--- config.mk ---
export PLATFORM = sky130hd
export DESIGN_NAME = tlb_page_table_translator_core
export DESIGN_NICKNAME = d
export VERILOG_FILES = /design/src/hw/rtl/tlbpt_pkg.sv /design/src/hw/rtl/tlbpt_tlb.sv /design/src/hw/rtl/tlbpt_page_table.sv /design/src/hw/rtl/tlb_page_table_translator_core.sv
export SDC_FILE = /design/constraint.sdc
export NUM_CORES = 2
export LEC_CHECK = 0
export BUFFER_PORTS_ARGS = -buffer_cell sky130_fd_sc_hd__buf_2
export CORE_MARGIN = 2
export CORE_UTILIZATION = 55
export DETAILED_ROUTE_END_ITERATION = 12
export PLACE_DENSITY = 0.68
export SLEW_MARGIN = 40
export SYNTH_ARGS = -nofsm -noshare
export SYNTH_HDL_FRONTEND = slang
export SYNTH_SLANG_ARGS = --single-unit
--- constraint.sdc ---
create_clock -name clk -period 5.65 [get_ports clk]
set_input_delay 1.13 -clock clk [delete_from_list [all_inputs] [get_ports clk]]
set_output_delay 1.13 -clock clk [all_outputs]
set_load 0.01 [all_outputs]
--- src/hw/rtl/tlbpt_pkg.sv ---
// Shared constants and types of the TLB and page table translator.
package tlbpt_pkg;

	localparam int TLB_DEPTH      = 16;
	localparam int NUM_PAGES      = 256;
	localparam int BYTES_PER_PAGE = 256;
	localparam int FRAME_COUNT    = 256;

	localparam int ADDR_W   = 16;
	localparam int OFFSET_W = $clog2(BYTES_PER_PAGE);
	localparam int PAGE_W   = $clog2(NUM_PAGES);
	localparam int FRAME_W  = $clog2(FRAME_COUNT);
	localparam int TLB_IDX_W = $clog2(TLB_DEPTH);
	localparam int CNT_W    = 32;

	// result word: address, hit, fault, three counters, padded to bytes
	localparam int OUT_FIELDS_W = ADDR_W + 2 + 3 * CNT_W;
	localparam int OUT_TDATA_W  = ((OUT_FIELDS_W + 7) / 8) * 8;

	typedef logic [PAGE_W-1:0]  page_t;
	typedef logic [FRAME_W-1:0] frame_t;

	// registered TLB search result
	typedef struct packed {
		logic   hit;
		frame_t frame;
	} tlb_lookup_t;

	// TLB refill request, issued once per miss
	typedef struct packed {
		logic   en;
		page_t  page;
		frame_t frame;
	} tlb_refill_t;

	// page table read result and allocation state
	typedef struct packed {
		logic   valid;
		frame_t frame;
		frame_t free_frame;
	} pt_status_t;

endpackage

--- src/hw/rtl/tlbpt_tlb.sv ---
// Fully associative TLB with lowest-index match and FIFO refill.
module tlbpt_tlb (
	input  logic                clk,
	input  logic                arst_n,
	input  logic                lookup_en,
	input  tlbpt_pkg::page_t    lookup_page,
	output tlbpt_pkg::tlb_lookup_t lookup_s1,
	input  tlbpt_pkg::tlb_refill_t refill
);
	import tlbpt_pkg::*;

	page_t                tag_q   [TLB_DEPTH];
	frame_t               frame_q [TLB_DEPTH];
	logic [TLB_DEPTH-1:0] valid_q;
	logic [TLB_IDX_W-1:0] fill_ptr_q;
	tlb_lookup_t          match;

	// parallel compare, lowest index wins
	always_comb begin
		match = '0;
		for (int i = TLB_DEPTH - 1; i >= 0; i--) begin
			if (valid_q[i] && tag_q[i] == lookup_page) begin
				match.hit   = 1'b1;
				match.frame = frame_q[i];
			end
		end
	end

	always_ff @(posedge clk) begin
		if (lookup_en) begin
			lookup_s1 <= match;
		end
	end

	// entry payload, no reset needed
	always_ff @(posedge clk) begin
		if (refill.en) begin
			tag_q[fill_ptr_q]   <= refill.page;
			frame_q[fill_ptr_q] <= refill.frame;
		end
	end

	// valid bits and fill pointer
	always_ff @(posedge clk or negedge arst_n) begin
		if (!arst_n) begin
			valid_q    <= '0;
			fill_ptr_q <= '0;
		end else if (refill.en) begin
			valid_q[fill_ptr_q] <= 1'b1;
			if (fill_ptr_q == TLB_IDX_W'(TLB_DEPTH - 1)) begin
				fill_ptr_q <= '0;
			end else begin
				fill_ptr_q <= fill_ptr_q + 1'b1;
			end
		end
	end

endmodule

--- src/hw/rtl/tlbpt_page_table.sv ---
// Page table memory with valid bits and the wrapping free-frame counter.
module tlbpt_page_table (
	input  logic                 clk,
	input  logic                 arst_n,
	input  logic                 rd_en,
	input  tlbpt_pkg::page_t     rd_page,
	input  logic                 alloc_en,
	input  tlbpt_pkg::page_t     alloc_page,
	output tlbpt_pkg::pt_status_t status
);
	import tlbpt_pkg::*;

	frame_t                mem [NUM_PAGES];
	logic [NUM_PAGES-1:0]  valid_q;
	frame_t                rd_frame_s1;
	logic                  rd_valid_s1;
	frame_t                free_frame_q;

	// synchronous read, and the allocation write of the free frame
	always_ff @(posedge clk) begin
		if (rd_en) begin
			rd_frame_s1 <= mem[rd_page];
		end
		if (alloc_en) begin
			mem[alloc_page] <= free_frame_q;
		end
	end

	// valid bits and free-frame counter
	always_ff @(posedge clk or negedge arst_n) begin
		if (!arst_n) begin
			valid_q      <= '0;
			rd_valid_s1  <= 1'b0;
			free_frame_q <= '0;
		end else begin
			if (rd_en) begin
				rd_valid_s1 <= valid_q[rd_page];
			end
			if (alloc_en) begin
				valid_q[alloc_page] <= 1'b1;
				if (free_frame_q == FRAME_W'(FRAME_COUNT - 1)) begin
					free_frame_q <= '0;
				end else begin
					free_frame_q <= free_frame_q + 1'b1;
				end
			end
		end
	end

	assign status.valid      = rd_valid_s1;
	assign status.frame      = rd_frame_s1;
	assign status.free_frame = free_frame_q;

endmodule

--- src/hw/rtl/tlb_page_table_translator_core.sv ---
// The TLB search and page table read are registered at the address transfer, and the
// result in the output register. The input takes no new address while one is held; the
// page table memory read feeds the decision, write-back and TLB refill of the held item.
// Output stalls keep the item held until the result is taken.
// Reset clears TLB and page table valid bits, fill pointer, free frame and
// counters at once; no clearing pass follows.
module tlb_page_table_translator_core (
	input  logic                              clk,
	input  logic                              arst_n,
	input  logic                              s_axis_tvalid,
	output logic                              s_axis_tready,
	// [15:0] virtual_address
	input  logic [tlbpt_pkg::ADDR_W-1:0]      s_axis_tdata,
	output logic                              m_axis_tvalid,
	input  logic                              m_axis_tready,
	// [15:0] physical_address, [16] tlb_hit, [17] page_fault,
	// [49:18] translated_count, [81:50] fault_count, [113:82] hit_count, rest zero
	output logic [tlbpt_pkg::OUT_TDATA_W-1:0] m_axis_tdata
);
	import tlbpt_pkg::*;

	logic                s_fire;
	logic                fire_s1;
	logic                s1_valid_q;
	logic [OFFSET_W-1:0] offset_s1;
	page_t               page_s1;
	page_t               in_page;
	tlb_lookup_t         lookup_s1;
	tlb_refill_t         refill;
	pt_status_t          pt_status;
	logic                fault;
	frame_t              frame;
	logic                m_valid_q;
	logic [ADDR_W-1:0]   phys_q;
	logic                hit_q;
	logic                fault_q;
	logic [CNT_W-1:0]    trans_q;
	logic [CNT_W-1:0]    faults_q;
	logic [CNT_W-1:0]    hits_q;

	assign in_page       = PAGE_W'(s_axis_tdata >> OFFSET_W);
	assign s_axis_tready = !s1_valid_q;
	assign s_fire        = s_axis_tvalid && s_axis_tready;
	assign fire_s1       = s1_valid_q && (!m_valid_q || m_axis_tready);

	tlbpt_tlb u_tlb (
		.clk         (clk),
		.arst_n      (arst_n),
		.lookup_en   (s_fire),
		.lookup_page (in_page),
		.lookup_s1   (lookup_s1),
		.refill      (refill)
	);

	tlbpt_page_table u_pt (
		.clk        (clk),
		.arst_n     (arst_n),
		.rd_en      (s_fire),
		.rd_page    (in_page),
		.alloc_en   (fire_s1 && fault),
		.alloc_page (page_s1),
		.status     (pt_status)
	);

	// frame select: TLB, then page table, else a fresh frame
	always_comb begin
		fault = 1'b0;
		priority if (lookup_s1.hit) begin
			frame = lookup_s1.frame;
		end else if (pt_status.valid) begin
			frame = pt_status.frame;
		end else begin
			frame = pt_status.free_frame;
			fault = 1'b1;
		end
	end

	assign refill.en    = fire_s1 && !lookup_s1.hit;
	assign refill.page  = page_s1;
	assign refill.frame = frame;

	// address hold for the held item, and the result registers
	always_ff @(posedge clk) begin
		if (s_fire) begin
			offset_s1 <= s_axis_tdata[OFFSET_W-1:0];
			page_s1   <= in_page;
		end
		if (fire_s1) begin
			phys_q  <= ADDR_W'({frame, offset_s1});
			hit_q   <= lookup_s1.hit;
			fault_q <= fault;
		end
	end

	// stage valid, output valid and saturating counters
	always_ff @(posedge clk or negedge arst_n) begin
		if (!arst_n) begin
			s1_valid_q <= 1'b0;
			m_valid_q  <= 1'b0;
			trans_q    <= '0;
			faults_q   <= '0;
			hits_q     <= '0;
		end else begin
			if (s_fire) begin
				s1_valid_q <= 1'b1;
			end else if (fire_s1) begin
				s1_valid_q <= 1'b0;
			end
			if (fire_s1) begin
				m_valid_q <= 1'b1;
			end else if (m_axis_tready) begin
				m_valid_q <= 1'b0;
			end
			if (fire_s1) begin
				if (trans_q != '1) begin
					trans_q <= trans_q + 1'b1;
				end
				if (fault && faults_q != '1) begin
					faults_q <= faults_q + 1'b1;
				end
				if (lookup_s1.hit && hits_q != '1) begin
					hits_q <= hits_q + 1'b1;
				end
			end
		end
	end

	// counters change only on a new result, so they feed the output directly
	assign m_axis_tvalid = m_valid_q;
	assign m_axis_tdata  = OUT_TDATA_W'({hits_q, faults_q, trans_q, fault_q, hit_q, phys_q});

endmodule

==> results.sh <==
export IMPL_fp_dieH_um=444
export IMPL_fmax_ghz=0.244
export IMPL_cts_tree="done"
export IMPL_firstDrtPassIters=6
export IMPL_fp_dieW_um=444
export IMPL_r2r_start="m_axis_tvalid"
export IMPL_grt_pass1_vias=53400
export IMPL_synthAdderAreaFrac_pct=0.0940
export IMPL_synth_flop_cell="edfxtp_1"
export IMPL_synthCells=5198
export IMPL_synth_area_per_cell_um2=20.5
export IMPL_r2r_end="u_pt.mem[21][1]"
export IMPL_cts_resized=0
export IMPL_synth_top_area_share_pct=66.4
export IMPL_fin_crit_ns=4.10
export IMPL_synth_area_um2=106000
export IMPL_worstPathMaxFanout=45
export IMPL_synth_compound_area_share_pct=1.39
export IMPL_endpoint_kind="register"
export IMPL_viasPerCell=6.30
export IMPL_grtUsageMet1_pct=38.0
export IMPL_drive_above_1_share_pct=33.6
export IMPL_cts_hold_buf=0
export IMPL_grt_busiest_layer="met2"
export IMPL_critPathRequiredTime_ns=6.29
export IMPL_cts_root_buf="clkbuf_16"
export IMPL_finalWorstSetupSlack_ns=1.55
export IMPL_dp_hpwl_mm=153
export IMPL_period_share_pct=72.5
export IMPL_worstPathArrival_ns=4.73
export IMPL_worst_skew_pair_late_latency_ns=0.95
export IMPL_worst_r2r_path_depth=6
export IMPL_worst_pin_slew_ns=0.885
export IMPL_fin_skew_ns=0.0607
export IMPL_clkSinkCount=2738
export IMPL_async_reset_ff_share_pct=14.0
export IMPL_io_buffers=135
export IMPL_yosysTopAreaCell="edfxtp_1"
export IMPL_cts_setup_buffers=0
export IMPL_max_slew_margin_pct=40.9
export IMPL_initialDrtViolationCount=6322
export IMPL_finalWirelength_mm=249
export IMPL_cts_max_level=5
export IMPL_wl_per_cell_um=29.4
export IMPL_cts_buffers=291
export IMPL_synth_seq_cells=2738
export IMPL_use_met2_pct=38.6
export IMPL_yosys_area_share_simple_pct=4.72
export IMPL_yosys_top_cells_count="2355 x edfxtp_1, 716 x mux4_2, 383 x dfrtp_1, 316 x nor2_1, 276 x or2_2"
export IMPL_gp_congestion=0.843
export IMPL_timing_worst_setup_path_type="input pin to register"
export IMPL_yosysMostFrequentCell="edfxtp_1"
export IMPL_power_leakage_nw=44.5
export IMPL_slew_viol_final=0
export IMPL_io_pins=142
export IMPL_cpPeakStageDelay_ns=0.61
export IMPL_grt_total_usage_pct=25.4
export IMPL_drc_errors=0
export IMPL_synthXorXnorAreaFrac_pct=1.87
export IMPL_grt_start_max_net_pins=172
export IMPL_synth_area_leaders="edfxtp_1 66%, mux4_2 15%, dfrtp_1 9.0%, or2_2 1.6%, xnor2_1 1.5%"
export IMPL_ff2ff_setup_slack_ns=1.63
export IMPL_antenna_found_initial=5
export IMPL_dp_slack_ns=0.593
export IMPL_clockBufferDepth=4
export IMPL_irDropWorstVdd_uv=379
export IMPL_muxShareOfSynthArea_pct=15.3
export IMPL_rsz0062_at_grt="no"
export IMPL_grt_overflow_total=0
export IMPL_postRouteAntennaNets=0
export IMPL_hold_viol=0
export IMPL_start_util_pct=55.4
export IMPL_synth_edff_count=2355
export IMPL_outcome="finished, final reports clean"
export IMPL_setup_tns_ns=0
export IMPL_groute_layer_met3_usage_pct=4.85
export IMPL_yosysWarningCount=0
export IMPL_synthDistinctLibCells=56
export IMPL_ys_seq_area_share_pct=75.4
export IMPL_core_um2=192000
export IMPL_setup_viol=0
export IMPL_synth_top_family_by_area="multiplexers"
export IMPL_clk_pin_slew_ns=0.06
export IMPL_crit_slowest_cell="mux4_2"
export IMPL_die_area_um2=197000
export IMPL_row_count=161
export IMPL_crit_chain="buf_8 -> buf_12 -> buf_12 -> mux4_2 -> mux4_2 -> a22oi_1 -> a21oi_1 -> or4_1"
export IMPL_vias=53200
export IMPL_maxCapViolations=0
export IMPL_syn_to_final_growth_pct=14.7
export IMPL_fin_cells=8445
export IMPL_hold_path_class="input pin to async pin"
export IMPL_grt_pass1_wl_mm=366
export IMPL_critPathLaunchType="input pin"
export IMPL_final_nets=5729
export IMPL_power_density_nw_per_um2=386
export IMPL_dp_cells=7930
cells by family (layout without fill, tap and decap cells):
logic type      Yosys count  after routing
simple gates            997            997
other cells               1              8
compound gates          215            215
buf+inv                 276            990
fa+ha+maj                 8              8
xor+xnor                227            227
mux                     736            736
flops                  2738           2738
critical path: cells and delay by family:
kind	cells	cell delay [ns]
buffers and inverters	3	0.94
AND/OR/NAND/NOR	1	0.57
multiplexers	2	1.13
AO/OA/AOI/OAI	2	0.82
per-stage QoR:
step           hold WS (ns)  utilization, %  power (mW)  area [um2]
2_1_floorplan         0.400               -        26.8      107000
3_3_place_gp          0.401            58.3        28.3      112000
3_5_place_dp          0.405            58.4        28.5      112000
4_1_cts               0.111            63.3        47.4      122000
5_1_grt               0.141            63.5        48.5      122000
6_report              0.139            63.5        47.1      122000
per-layer routing:
metal / vias to the layer above / wire, um
li1: 22000 / -
met1: 28300 / 103000
met2: 2498 / 116000
met3: 436 / 20900
met4: 4 / 7830
met5: - / 24
final cells by class:
| cell class | count | area (um2) |
|---|---|---|
| Sequential cell | 2738 | 80300 |
| Antenna cell | 2 | 5.00 |
| Inverter | 21 | 78.8 |
| Clock inverter | 113 | 1300 |
| Multi-Input combinational cell | 2189 | 25200 |
| Tap cell | 2526 | 3160 |
| Fill cell | 12800 | 70300 |
| Clock buffer | 396 | 8180 |
| Timing Repair Buffer | 460 | 3790 |
registers in the layout (all words and copies together), names as in the netlist, 16 cells and up:
signal / flops
u_pt.mem: 2048
u_pt.valid_q: 256
u_tlb.frame_q: 128
u_tlb.tag_q: 128
faults_q: 32
hits_q: 32
trans_q: 32
phys_q: 16
u_tlb.valid_q: 16
cell usage in the layout (no fill, tap or decap), types with 47 or more instances in the layout:
master and count:
xnor2_1 182, edfxtp_1 2355, mux4_2 716, dfrtp_1 375
or2_2 276, nor2_2 82, clkbuf_1 65, nand2_1 135
nand3_1 69, buf_2 130, a21oi_1 53, clkbuf_16 300
buf_4 270, nand4_1 47, nor2_1 233, a22oi_1 74
how the worst max path moves through the flow:
stage,start,endpoint,slack (ns)
5_1_grt,m_axis_tvalid,u_pt.mem[82][7],1.42
6_report,s_axis_tdata[8],u_pt.rd_frame_s1[1],1.55
3_3_place_gp,s_axis_tdata[8],u_pt.rd_frame_s1[1],0.68
4_1_cts,s_axis_tdata[8],u_pt.rd_frame_s1[1],1.56
3_5_place_dp,s_axis_tdata[8],u_pt.rd_frame_s1[1],0.59
2_1_floorplan,u_pt.free_frame_q[1],u_pt.free_frame_q[7],0.79
report_power, final:
part,internal [mW],leakage [nW],switching [mW]
combinational,1.19,11.0,2.69
clock,11.4,4.60,7.59
sequential,23.7,28.9,0.573
total,36.3,44.5,10.8
No activity file was read; power rests on OpenSTA's default activity.
